===== src/tlph_pkg.sv =====
package tlph_pkg;

    localparam int MAX_BUCKETS_DEF = 16;
    localparam int MAX_SLOTS_DEF   = 32;

    localparam int KEY_W    = 16;
    localparam int PADDR_W  = 4;
    localparam int PDATA_W  = 32;

    // Dividend of the remainder unit: a 32-bit product plus a 16-bit addend.
    localparam int DVD_W       = 33;
    localparam int DVS_W       = 16;
    localparam int CNT_W       = 6;
    localparam int LONG_STEPS  = 33;
    localparam int SHORT_STEPS = 16;

    localparam logic [15:0] OUTER_MUL_RST    = 16'd3;
    localparam logic [15:0] OUTER_ADD_RST    = 16'd42;
    localparam logic [15:0] PRIME_RST        = 16'd101;
    localparam logic [4:0]  BUCKET_COUNT_RST = 5'd9;

    typedef enum logic [1:0] {
        FN_LOAD   = 2'd0,
        FN_INSERT = 2'd1,
        FN_READ   = 2'd2,
        FN_NONE   = 2'd3
    } t_func;

    typedef enum logic [1:0] {
        ST_OK    = 2'd0,
        ST_EMPTY = 2'd1,
        ST_RANGE = 2'd2
    } t_status;

    typedef enum logic [1:0] {
        CFG_OUTER_MUL    = 2'd0,
        CFG_OUTER_ADD    = 2'd1,
        CFG_PRIME        = 2'd2,
        CFG_BUCKET_COUNT = 2'd3
    } t_cfg_idx;

    typedef struct packed {
        logic             start;
        logic             short_op;
        logic [DVD_W-1:0] dividend;
        logic [DVS_W-1:0] divisor;
    } t_div_req;

    typedef struct packed {
        logic             done;
        logic [DVS_W-1:0] rem;
    } t_div_rsp;

endpackage


===== src/tlph_divider.sv =====
// Restoring remainder unit, one dividend bit per cycle.
module tlph_divider
    import tlph_pkg::*;
(
    input  logic     i_clk,
    input  logic     i_rst_n,
    input  t_div_req i_req,
    output t_div_rsp o_rsp
);

    logic             r_busy;
    logic             r_done;
    logic [CNT_W-1:0] r_cnt;
    logic [DVD_W-1:0] r_dvd;
    logic [DVS_W-1:0] r_dvs;
    logic [DVS_W-1:0] r_rem;

    logic [DVS_W:0] trial;
    logic [DVS_W:0] diff;
    logic           fits;

    // The remainder stays below the divisor, so the trial value fits one extra bit.
    assign trial = {r_rem, r_dvd[DVD_W-1]};
    assign diff  = trial - {1'b0, r_dvs};
    assign fits  = trial >= {1'b0, r_dvs};

    always_ff @(posedge i_clk) begin
        if (!i_rst_n) begin
            r_busy <= 1'b0;
            r_done <= 1'b0;
            r_cnt  <= '0;
        end else begin
            r_done <= 1'b0;
            if (i_req.start) begin
                r_busy <= 1'b1;
                r_dvs  <= i_req.divisor;
                r_rem  <= '0;
                if (i_req.short_op) begin
                    r_dvd <= {i_req.dividend[SHORT_STEPS-1:0], (DVD_W-SHORT_STEPS)'(0)};
                    r_cnt <= CNT_W'(SHORT_STEPS);
                end else begin
                    r_dvd <= i_req.dividend;
                    r_cnt <= CNT_W'(LONG_STEPS);
                end
            end else if (r_busy) begin
                r_rem <= fits ? diff[DVS_W-1:0] : trial[DVS_W-1:0];
                r_dvd <= {r_dvd[DVD_W-2:0], 1'b0};
                r_cnt <= r_cnt - CNT_W'(1);
                if (r_cnt == CNT_W'(1)) begin
                    r_busy <= 1'b0;
                    r_done <= 1'b1;
                end
            end
        end
    end

    assign o_rsp.done = r_done;
    assign o_rsp.rem  = r_rem;

endmodule


===== config.mk =====
export PLATFORM = sky130hd
export DESIGN_NAME = tlph_divider
export DESIGN_NICKNAME = d
export VERILOG_FILES = /design/src/tlph_pkg.sv /design/src/tlph_divider.sv
export SDC_FILE = /design/constraint.sdc
export NUM_CORES = 1
export LEC_CHECK = 0
export ABC_AREA = 1
export BUFFER_PORTS_ARGS = -buffer_cell sky130_fd_sc_hd__buf_2
export CORE_MARGIN = 1
export CORE_UTILIZATION = 33
export DETAILED_ROUTE_END_ITERATION = 8
export GPL_ROUTABILITY_DRIVEN = 0
export HOLD_SLACK_MARGIN = 0.08
export PLACE_DENSITY = 0.57
export RECOVER_POWER = 25
export SLEW_MARGIN = 10
export SYNTH_ARGS = -nofsm -noshare
export SYNTH_HDL_FRONTEND = slang
export SYNTH_SLANG_ARGS = --single-unit

===== constraint.sdc =====
create_clock -name i_clk -period 3.7 [get_ports i_clk]
set_input_delay 0.925 -clock i_clk [delete_from_list [all_inputs] [get_ports i_clk]]
set_output_delay 0.925 -clock i_clk [all_outputs]
set_load 0.03 [all_outputs]

==> summary.md, run 1 <==
| Metric | Value |
|---|---|
| Status | complete, but fails checks |
| Failing checks | max-capacitance violations, max-slew violations |
| Global-route wire length before repair | 16700 µm |
| Internal power | 1650 µW |
| Crit path required time | 3730 ps |
| CTS buffer count | 9 |
| Initial antenna violation count | 1 |
| Synth warn | 0 |
| Initial core utilization | 34.2% |
| Maximum fanout along the worst path | 33 |
| Core area | 12800 µm² |
| Clock network power share | 34.2% |
| Sequential share of power | 42.5% |
| Worst ir drop on vdd | 0.211 mV |
| CTS tree | yes |
| Met2 WL | 4460 µm |
| Vias in the first global route | 3434 |
| Hold-fix buffers at CTS | 0 |
| Fin Setup TNS | 0 ps |
| Slowest-stage cell, CP | nor2_1 |
| Hold WS | 493 ps |
| Max-Slew Margin vs Limit | -20.0% |
| Metal3 WL | 658 µm |
| Pin count of the biggest net entering global routing | 51 |
| Die width | 117 µm |
| Vias per cell | 4.60 |
| Synth cell types | 34 |
| #FFs+latches synth | 73 |
| Area of the die | 13700 µm² |
| Buf/Inv on CP | 2 |
| Placed cell area | 4890 µm² |
| Die height | 117 µm |
| Clk slew on worst S/H paths | 60 ps |
| Wire per inst | 12.9 µm |
| Residual DRC | 0 |
| Routed WL | 10100 µm |
| Most frequent cells in the layout | 150 x nand2_1, 114 x inv_1, 68 x buf_2 |
| CP endpoint kind | register |
| Final count of negative-setup-slack endpoints | 0 |
| Cell area after layout | 5150 µm² |
| Critical path class | in -> reg |
| Wire length on met1 | 4760 µm |
| Max Used Layer | met5 |
| Gr usage total | 16.3% |
| Unrepaired setup endpoints after global routing | false |
| Synthesized area | 4370 µm² |
| Root buf cell | clkbuf_16 |
| Tmin final | 2740 ps |
| Hold Vio Cnt, Final | 0 |
| Top cell family by delay on the critical path | simple AND/OR/NAND/NOR gates |
| Mapped Cells | 539 |
| Critical Path Max Stage Delay | 1190 ps |
| Diodes inserted | 0 |
| I/O pin cnt | 70 |
| Nets | 678 |
| Sw Share | 31.0% |
| Post-DP HPWL | 7470 µm |
| Type of the tightest min-delay check | reg -> reg |
| DR iter-0 viols | 177 |
| CP most frequent cell | nor2_1 |
| Syn_area_per_cell | 8.10 µm² |
| Syn Nets | 611 |
| Final worst setup slack | 957 ps |
| Worst-Skew Late Latency | 340 ps |
| Startpoint type of the worst setup path | input pin |
| Htree depth | 3 |
| Worst-Margin Slew | 1800 ps |
| Tcrit/Tclk final | 74.1% |
| Post-route ant nets | 0 |
| Combinational fraction of design power | 23.2% |
| Power after layout | 2380 µW |
| Clock skew | 6.96 ps |
| GR Overflow Total | 0 |
| Area Overhead vs Synth | 18.1% |
| Post-CTS sizing | 0 |
| Fraction of final layout cells sized beyond drive strength 1 | 16.5% |
| Worst slack, placed | 1300 ps |
| Commonest non-fill, non-tap cell in the layout | nand2_1 |
| Pre-antenna DRT Iters | 5 |
| LEAKAGE | 0.00255 µW |
| Max-cap violations | 2 |
| Seq/Total Area, Yosys | 48.4% |
| Clock tree sinks | 73 |
| P_sw | 738 µW |
| Port buffer count | 69 |
| Total number of vias | 3599 |
| Crit path cell chain | clkbuf_1 > nor2_1 > nor2_1 > buf_12 |
| Max Slew Vio Count | 54 |
| Pwr dens | 463 nW/µm² |
| Fmax | 365 MHz |
| Clock tree buffer depth | 2 |
| Post-CTS setup buffers | 0 |
| CP arrival | 2770 ps |
| Site Rows | 41 |
## tightest hold or removal path: cells and delay by family (launching register included)
kind	cells	cell delay, ps
compound gates	1	80
flops	1	310
simple gates	1	60
## registers in the layout, indices dropped and copies added (netlist names)
signal,count
r_dvd,33
r_done,1
r_busy,1
r_cnt,6
r_rem,16
r_dvs,16
## metal layers
layer  vias to the layer above  GRT usage [%]
met3                        23           4.74
met1                      1613           21.5
met2                       110           25.2
met4                         2           6.41
met5                         -              0
li1                       1851              -
## kinds of logic (layout without fill, tap and decap cells)
logic type | Yosys count | in the layout | synth area share, %
AND/OR/NAND/NOR | 257 | 257 | 25.3
buffers and inverters | 132 | 204 | 11.8
flip-flops | 73 | 73 | 48.4
AO/OA/AOI/OAI | 49 | 49 | 7.17
adder cells (fa/ha/maj) | 19 | 19 | 5.62
XOR/XNOR | 9 | 9 | 1.81
## layout make-up
cell class                      instances  area [µm²]
Fill cell                            1315        7620
Sequential cell                        73        2110
Multi-Input combinational cell        334        1740
Inverter                              117         439
Timing Repair Buffer                   71         372
Clock buffer                           12         246
Tap cell                              172         215
Clock inverter                          4        28.8
## synth_stat cells
cell type,number,share of area [%]
nor3_4,1,0.37
nor2_4,1,0.26
a211oi_1,1,0.17
nor2_1,46,4.0
dfxtp_1,8,3.7
buf_1,1,0.086
buf_2,2,0.23
nor2_2,8,1.1
o21ai_0,19,2.2
a21oi_1,10,1.1
xor2_1,6,1.2
ha_1,18,5.2
clkbuf_1,9,0.77
inv_2,3,0.26
nand2_4,2,0.52
o21a_1,1,0.17
fa_1,1,0.46
edfxtp_1,65,45
nand2_1,150,13
nand4_1,8,1.1
buf_6,1,0.26
and3_1,1,0.14
o221ai_1,16,3.2
or2_1,1,0.14
buf_4,2,0.34
nand3_1,32,3.7
nand2_2,1,0.14
a31oi_1,2,0.29
nand3_2,1,0.23
inv_1,114,9.8
nor3_1,2,0.23
or2_2,2,0.29
and2_1,1,0.14
xnor2_1,3,0.60
## through the flow
| step | util [%] | cells |
|---|---|---|
| CTS | 40.4 | 783 |
| finish | 40.3 | 783 |
| floorplan | - | 539 |
| global placement | 38.3 | 767 |
| global route | 40.3 | 783 |
| detailed placement | 38.3 | 767 |
## worst paths after layout
check	start	endpoint	slack, ps	cells past startpoint
worst max-delay path	i_req[50]	r_dvd[28]	960	4
worst max register to register	r_busy	r_dvd[28]	1240	3
worst min-delay path	r_cnt[4]	r_cnt[4]	490	2
worst min register to register	r_cnt[4]	r_cnt[4]	490	2
## power groups by stage
stage | Clock, µW | Sequential [µW] | Combinational [µW]
finish | 816 | 1010 | 554
detailed placement | 0 | 1030 | 554
floorplan | 0 | 1060 | 376
global route | 869 | 1020 | 630
global placement | 0 | 1030 | 550
CTS | 843 | 1010 | 559
Power figures use the tool's default switching activity.
==> run 2: changes to the inputs <==
--- a/config.mk
+++ b/config.mk
@@ -5,14 +5,14 @@
 export SDC_FILE = /design/constraint.sdc
 export NUM_CORES = 1
 export LEC_CHECK = 0
-export ABC_AREA = 1
+export ABC_AREA = 0
 export BUFFER_PORTS_ARGS = -buffer_cell sky130_fd_sc_hd__buf_2
 export CORE_MARGIN = 1
 export CORE_UTILIZATION = 33
 export DETAILED_ROUTE_END_ITERATION = 8
 export GPL_ROUTABILITY_DRIVEN = 0
 export HOLD_SLACK_MARGIN = 0.08
-export PLACE_DENSITY = 0.57
+export PLACE_DENSITY = 0.56
 export RECOVER_POWER = 25
 export SLEW_MARGIN = 10
 export SYNTH_ARGS = -nofsm -noshare
==> constraint.sdc (replaced) <==
create_clock -name i_clk -period 2.8 [get_ports i_clk]
set_input_delay 0.7 -clock i_clk [delete_from_list [all_inputs] [get_ports i_clk]]
set_output_delay 0.7 -clock i_clk [all_outputs]
set_load 0.03 [all_outputs]
==> summary.md, run 2 <==
| Metric | Value |
|---|---|
| Internal power | 2170 µW (was 1650 µW) |
| Clock tree sinks | 73 (unchanged) |
| Worst-Skew Late Latency | 340 ps (about the same) |
| Startpoint type of the worst setup path | register (was input pin) |
| Cell with the most instances after synthesis | edfxtp_1 (was nand2_1) |
| Ranking of synthesized cells by area | edfxtp_1 47%, ha_1 5.4%, a21oi_1 4.3% (was edfxtp_1 45%, nand2_1 13%, inv_1 9.8%) |
| CTS buffer count | 9 (unchanged) |
| GR Overflow Total | 0 (unchanged) |
| Hold-fix buffers at CTS | 0 (unchanged) |
| Largest family of logic cells by synthesized area | compound AO/OA/AOI/OAI gates (was simple AND/OR/NAND/NOR gates) |
| Clock tree buffer depth | 2 (unchanged) |
| Cell area after layout | 4970 µm² (was 5150 µm²) |
| Mapped Cells | 405 (was 539) |
| Clock skew | 8.71 ps (was 6.96 ps) |
| Syn_area_per_cell | 10.3 µm² (was 8.10 µm²) |
| Simple-gate portion of the synthesized area | 14.7% (was 25.3%) |
| Total number of vias | 3239 (was 3599) |
| Max reg flops | 33 (unchanged) |
| P_sw | 927 µW (was 738 µW) |
| Max-Slew Margin vs Limit | 15.4% (was -20.0%) |
| Port buffer count | 69 (unchanged) |
| Placed cell area | 4710 µm² (was 4890 µm²) |
| Largest reg by FF count | r_dvd (unchanged) |
| #FFs+latches synth | 73 (unchanged) |
| FILL cells | 1225 (was 1315) |
| DR iter-0 viols | 180 (was 177) |
| Area Overhead vs Synth | 18.9% (was 18.1%) |
| Maximum fanout along the worst path | 14 (was 33) |
| Combinational fraction of design power | 23.4% (was 23.2%) |
| Reg area | 2110 µm² (unchanged) |
| Synth top area share | 46.7% (was 44.7%) |
| Tcrit/Tclk final | 93.3% |
| Post-route ant nets | 0 (unchanged) |
| Area of the die | 13100 µm² (was 13700 µm²) |
| Die width | 115 µm (was 117 µm) |
| Max-cap violations | 0 (was 2) |
| Power after layout | 3100 µW (was 2380 µW) |
| Die height | 115 µm (was 117 µm) |
| Synth cell count leaders | 65 x edfxtp_1, 39 x inv_1, 36 x a21oi_1 (was 150 x nand2_1, 114 x inv_1, 65 x edfxtp_1) |
| Dpl cells | 629 (was 767) |
| Multi-input logic area | 1830 µm² (was 1740 µm²) |
| Htree depth | 3 (unchanged) |
| Commonest non-fill, non-tap cell in the layout | buf_2 (was nand2_1) |
| Post-CTS setup buffers | 0 (unchanged) |
| Initial antenna violation count | 1 (unchanged) |
| Crit path required time | 2820 ps (was 3730 ps) |
| Syn Nets | 477 (was 611) |
| Fin cells | 646 (was 783) |
| Fraction of final layout cells sized beyond drive strength 1 | 21.4% (was 16.5%) |
| Post-DP HPWL | 6860 µm (was 7470 µm) |
| Hold Vio Cnt, Final | 0 (unchanged) |
| Routed WL | 9570 µm (was 10100 µm) |
| I/O pin cnt | 70 (unchanged) |
| CTS tree | yes (unchanged) |
| Sequential share of power | 43.2% (was 42.5%) |
| CP endpoint kind | register (unchanged) |
| Root buf cell | clkbuf_16 (unchanged) |
| Worst-Margin Slew | 1270 ps (was 1800 ps) |
| Pwr dens | 624 nW/µm² (was 463 nW/µm²) |
| Site Rows | 40 (was 41) |
| Core area | 12200 µm² (was 12800 µm²) |
| CP arrival | 2640 ps (was 2770 ps) |
| Synth Area in Compound Gates | 16.6% (was 7.17%) |
| Status | finished, final reports clean (was complete, but fails checks) |
| Mux contribution to synthesized area | 3.83% (was 0%) |
| Top flop regs | r_dvd (33), r_dvs (16), r_rem (16) (unchanged) |
| Synth cell types | 58 (was 34) |
| Prevailing post-synth register cell | edfxtp_1 (unchanged) |
| Gr usage total | 15.8% (was 16.3%) |
| Synth warn | 0 (unchanged) |
| Vias in the first global route | 3276 (was 3434) |
| Type of the tightest min-delay check | reg -> reg (unchanged) |
| Post-Synth Adder-Cell Area | 5.87% (was 5.62%) |
| Ys async rst share | 0% (unchanged) |
| Sw Share | 29.9% (was 31.0%) |
| Pin count of the biggest net entering global routing | 50 (was 51) |
| Fmax | 383 MHz |
| Clk slew on worst S/H paths | 60 ps (about the same) |
| Critical path class | reg -> reg (was in -> reg) |
| Most frequent cells in the layout | 67 x buf_2, 65 x edfxtp_1, 39 x inv_1 (was 150 x nand2_1, 114 x inv_1, 68 x buf_2) |
| Residual DRC | 0 (unchanged) |
| XOR/XNOR share of the synthesized area | 2.51% (was 1.81%) |
| Unrepaired setup endpoints after global routing | false (unchanged) |
| Worst ir drop on vdd | 0.311 mV (was 0.211 mV) |
| Fin Setup TNS | 0 ps (unchanged) |
| LEAKAGE | 0.00199 µW (was 0.00255 µW) |
| Seq/Total Area, Yosys | 50.5% (was 48.4%) |
| Vias per cell | 5.01 (was 4.60) |
| Post-CTS sizing | 0 (unchanged) |
| Clock network power share | 33.5% (was 34.2%) |
| Max Slew Vio Count | 0 (was 54) |
| Synthesized area | 4180 µm² (was 4370 µm²) |
| Leading area contributor after synthesis | edfxtp_1 (unchanged) |
| Nets | 544 (was 678) |
| Initial core utilization | 34.4% (was 34.2%) |
| Wire per inst | 14.8 µm (was 12.9 µm) |
| Number of synthesized flops with an enable pin | 65 (unchanged) |
| Final count of negative-setup-slack endpoints | 0 (unchanged) |
| Pre-antenna DRT Iters | 4 (was 5) |
| Global-route wire length before repair | 15900 µm (was 16700 µm) |
| Tmin final | 2610 ps |
| Final core utilization | 40.9% (was 40.3%) |
==> run 2: final timing paths <==
check	slack (ps)	endpoint	depth (start not counted)	from
min reg2reg	520	r_cnt[1]	2	r_cnt[1]
max reg2reg	190	r_rem[9]	6	r_rem[11]
min	520	r_cnt[1]	2	r_cnt[1]
max	190	r_rem[9]	6	r_rem[11]
==> run 2: kinds of logic (layout without fill, tap and decap cells) <==
| family | after synthesis | in the layout |
|---|---|---|
| buf+inv | 60 | 132 |
| compound gates | 103 | 103 |
| fa+ha+maj | 19 | 19 |
| flops | 73 | 73 |
| mux | 16 | 16 |
| simple gates | 122 | 122 |
| other cells | 0 | 1 |
| xor+xnor | 12 | 12 |
==> run 2: layer usage <==
layer | track usage [%] | vias to the layer above | part of all wire [%]
li1 | - | 1610 | -
met1 | 19.8 | 1505 | 45
met2 | 25.4 | 107 | 47
met3 | 4.24 | 17 | 5.3
met4 | 7.01 | 0 | 2.0
met5 | 0 | - | 0
==> run 2: worst max-delay path, cell delays in order, from the launching register on <==
cell and delay, ps:
edfxtp_1 420, ha_1 400, a21oi_1 400, o21ai_2 190, a221o_2 530, o211ai_1 260, a21oi_1 100
==> run 2: stage by stage <==
| step | hold slack (ps) | setup slack [ps] |
|---|---|---|
| 5_1_grt | 520 | 58.3 |
| 4_1_cts | 523 | 131 |
| 6_report | 520 | 187 |
| 2_1_floorplan | 484 | 187 |
| 3_5_place_dp | 513 | 139 |
| 3_3_place_gp | 499 | 228 |
==> run 2: power by group through the flow <==
| stage | sequential, µW | clock, µW | combinational (µW) |
|---|---|---|---|
| 3_5_place_dp | 1360 | 0 | 721 |
| 5_1_grt | 1350 | 1110 | 803 |
| 3_3_place_gp | 1360 | 0 | 714 |
| 2_1_floorplan | 1400 | 0 | 484 |
| 6_report | 1340 | 1040 | 724 |
| 4_1_cts | 1340 | 1070 | 725 |
==> run 2: cell type report <==
cell class                      count  share of cell area [%]
Sequential cell                    73                    42.5
Multi-Input combinational cell    272                    36.8
Timing Repair Buffer               77                    8.16
Clock buffer                       11                    4.68
Tap cell                          168                    4.23
Inverter                           39                    2.95
Clock inverter                      5                   0.655
Antenna cell                        1                  0.0504
==> run 3: changes to the inputs <==
--- a/config.mk
+++ b/config.mk
@@ -7,13 +7,16 @@
 export LEC_CHECK = 0
 export ABC_AREA = 0
 export BUFFER_PORTS_ARGS = -buffer_cell sky130_fd_sc_hd__buf_2
+export CELL_PAD_IN_SITES_DETAIL_PLACEMENT = 1
+export CELL_PAD_IN_SITES_GLOBAL_PLACEMENT = 2
 export CORE_MARGIN = 1
 export CORE_UTILIZATION = 33
 export DETAILED_ROUTE_END_ITERATION = 8
 export GPL_ROUTABILITY_DRIVEN = 0
 export HOLD_SLACK_MARGIN = 0.08
-export PLACE_DENSITY = 0.56
+export PLACE_DENSITY = 0.78
 export RECOVER_POWER = 25
+export REMOVE_ABC_BUFFERS = 1
 export SLEW_MARGIN = 10
 export SYNTH_ARGS = -nofsm -noshare
 export SYNTH_HDL_FRONTEND = slang
==> constraint.sdc (replaced) <==
create_clock -name i_clk -period 2.8 [get_ports i_clk]
set_input_delay 0 -clock i_clk [delete_from_list [all_inputs] [get_ports i_clk]]
set_output_delay 0 -clock i_clk [all_outputs]
set_load 0.03 [all_outputs]
==> summary.md, run 3 (synthesis gave the netlist of run 2 again) <==
| Metric | Value |
|---|---|
| Top flop regs | r_dvd (33), r_dvs (16), r_rem (16) (unchanged) |
| GRT met1 Usage | 22.1% (was 19.8%) |
| LEAKAGE | 0.00218 µW (was 0.00199 µW) |
| Pre-antenna DRT Iters | 5 (was 4) |
| Tcrit/Tclk final | 94.3% (was 93.3%) |
| Port buffer count | 69 (unchanged) |
| Routed WL | 11600 µm (was 9570 µm) |
| Reg-to-reg startpoint | r_rem[11] (unchanged) |
| Clock tree sinks | 73 (unchanged) |
| Initial antenna violation count | 0 (was 1) |
| Total number of vias | 3483 (was 3239) |
| Fraction of final layout cells sized beyond drive strength 1 | 17.7% (was 21.4%) |
| Site Rows | 40 (unchanged) |
| Diodes inserted | 0 (was 1) |
| Worst ir drop on vdd | 0.348 mV (was 0.311 mV) |
| Clock skew | 10.7 ps (was 8.71 ps) |
| CTS buffer count | 9 (unchanged) |
| Maximum fanout along the worst path | 8 (was 14) |
| Residual DRC | 0 (unchanged) |
| R2r endpoint | r_rem[13] (was r_rem[9]) |
| Htree depth | 3 (unchanged) |
| Root buf cell | clkbuf_16 (unchanged) |
| Die width | 115 µm (unchanged) |
| Area Overhead vs Synth | 31.0% (was 18.9%) |
| Layer with the highest usage | met2 (unchanged) |
| GRT met3 Usage | 5.13% (was 4.24%) |
| CP endpoint kind | register (unchanged) |
| Post-CTS setup buffers | 0 (unchanged) |
| Sequential share of power | 40.0% (was 43.2%) |
| GR Overflow Total | 0 (unchanged) |
| Largest reg by FF count | r_dvd (unchanged) |
| Hold_sp | i_req[45] (was r_cnt[1]) |
| Wire per inst | 16.7 µm (was 14.8 µm) |
| Initial core utilization | 34.4% (unchanged) |
| Type of the tightest min-delay check | in -> reg (was reg -> reg) |
| Hold Vio Cnt, Final | 0 (unchanged) |
| Clock tree buffer depth | 2 (unchanged) |
| Pwr dens | 611 nW/µm² (was 624 nW/µm²) |
| R2r worst-path depth | 6 (unchanged) |
| Vias in the first global route | 3782 (was 3276) |
| Combinational fraction of design power | 23.5% (was 23.4%) |
| Core area | 12200 µm² (unchanged) |
| Internal power | 2320 µW (was 2170 µW) |
| Max-cap violations | 0 (unchanged) |
| Crit path to | r_rem[13] (was r_rem[9]) |
| Max-Slew Margin vs Limit | 61.3% (was 15.4%) |
| CP arrival | 2770 ps (was 2640 ps) |
| Global-route wire length before repair | 19100 µm (was 15900 µm) |
| Tmin final | 2640 ps (was 2610 ps) |
| Post-route ant nets | 0 (unchanged) |
| Unrepaired setup endpoints after global routing | false (unchanged) |
| Nets | 592 (was 544) |
| Critical path class | reg -> reg (unchanged) |
| Fin Setup TNS | 0 ps (unchanged) |
| Area of the die | 13100 µm² (unchanged) |
| Commonest non-fill, non-tap cell in the layout | edfxtp_1 (was buf_2) |
| Clock network power share | 36.5% (was 33.5%) |
| Gr usage total | 19.1% (was 15.8%) |
| CTS tree | yes (unchanged) |
| Final core utilization | 45.0% (was 40.9%) |
| Worst-Skew Late Latency | 350 ps (was 340 ps) |
| Vias per cell | 5.03 (was 5.01) |
| Sw Share | 30.6% (was 29.9%) |
| Worst-Margin Slew | 581 ps (was 1270 ps) |
| GRT met2 Usage | 33.7% (was 25.4%) |
| I/O pin cnt | 70 (unchanged) |
| Post-DP HPWL | 7650 µm (was 6860 µm) |
| Startpoint type of the worst setup path | register (unchanged) |
| Fmax | 379 MHz (was 383 MHz) |
| Crit path required time | 2930 ps (was 2820 ps) |
| Clk slew on worst S/H paths | 60 ps (about the same) |
| Die height | 115 µm (unchanged) |
| Most frequent cells in the layout | 65 x edfxtp_1, 53 x buf_2, 48 x dlygate4sd3_1 (was 67 x buf_2, 65 x edfxtp_1, 39 x inv_1) |
| R2R Setup Slk | 160 ps (was 190 ps) |
| Max reg flops | 33 (unchanged) |
| Status | finished, final reports clean (unchanged) |
| Max Slew Vio Count | 0 (unchanged) |
| Pin count of the biggest net entering global routing | 44 (was 50) |
| DR iter-0 viols | 114 (was 180) |
| P_sw | 1030 µW (was 927 µW) |
| Crit. Startpoint | r_rem[11] (unchanged) |
| Final count of negative-setup-slack endpoints | 0 (unchanged) |
[run 3: worst max-delay path: stages (launching register included)]
cell,delay (ps)
edfxtp_1,420
ha_1,380
a21oi_1,380
o21ai_2,190
a221oi_4,520
nand2_1,210
a211oi_1,350
[run 3: power by group through the flow]
| stage | Sequential (µW) | Combinational (µW) | Clock, µW |
|---|---|---|---|
| 2_1_floorplan | 1400 | 455 | 0 |
| 3_3_place_gp | 1360 | 719 | 0 |
| 3_5_place_dp | 1360 | 736 | 0 |
| 4_1_cts | 1340 | 793 | 1250 |
| 5_1_grt | 1350 | 869 | 1280 |
| 6_report | 1340 | 786 | 1220 |
[run 3: worst min-delay path by stage]
stage                     cells past startpoint        end
after global placement                        1   r_dvs[8]
after global routing                          3  r_dvd[29]
after detailed placement                      1   r_dvs[4]
after CTS                                     3  r_dvd[29]
after floorplan                               0   r_dvs[0]
final                                         3  r_dvd[29]
[run 3: final cells by class]
class / count / area [µm²]
fillers: 1373 / 6690
flip-flops and latches: 73 / 2110
multi-input cells: 272 / 1820
repair buffers: 125 / 878
clock buffers: 9 / 225
well taps: 168 / 210
inverters: 39 / 146
clock inverters: 7 / 83.8
[run 3: through the flow]
| step | area, µm² | hold slack, ps | std cells | setup slack (ps) | power (µW) |
|---|---|---|---|---|---|
| finish | 5480 | 86.7 | 693 | 159 | 3350 |
| global placement | 4710 | 180 | 629 | 296 | 2080 |
| detailed placement | 4710 | 180 | 629 | 168 | 2100 |
| global route | 5480 | 105 | 693 | 0.0993 | 3500 |
| CTS | 5500 | 94.5 | 693 | 155 | 3390 |
| floorplan | 4080 | 98.9 | 384 | 380 | 1860 |
[run 3: what timing repair did]
item,in CTS,in global routing
hold buffers,48,0
gates resized for setup,0,0
hold endpoints to repair,54,0
[run 3: layer usage]
| metal | vias up | routed length (µm) |
|---|---|---|
| li1 | 1702 | - |
| met1 | 1703 | 5130 |
| met2 | 66 | 5860 |
| met3 | 12 | 393 |
| met4 | 0 | 204 |
| met5 | - | 0 |
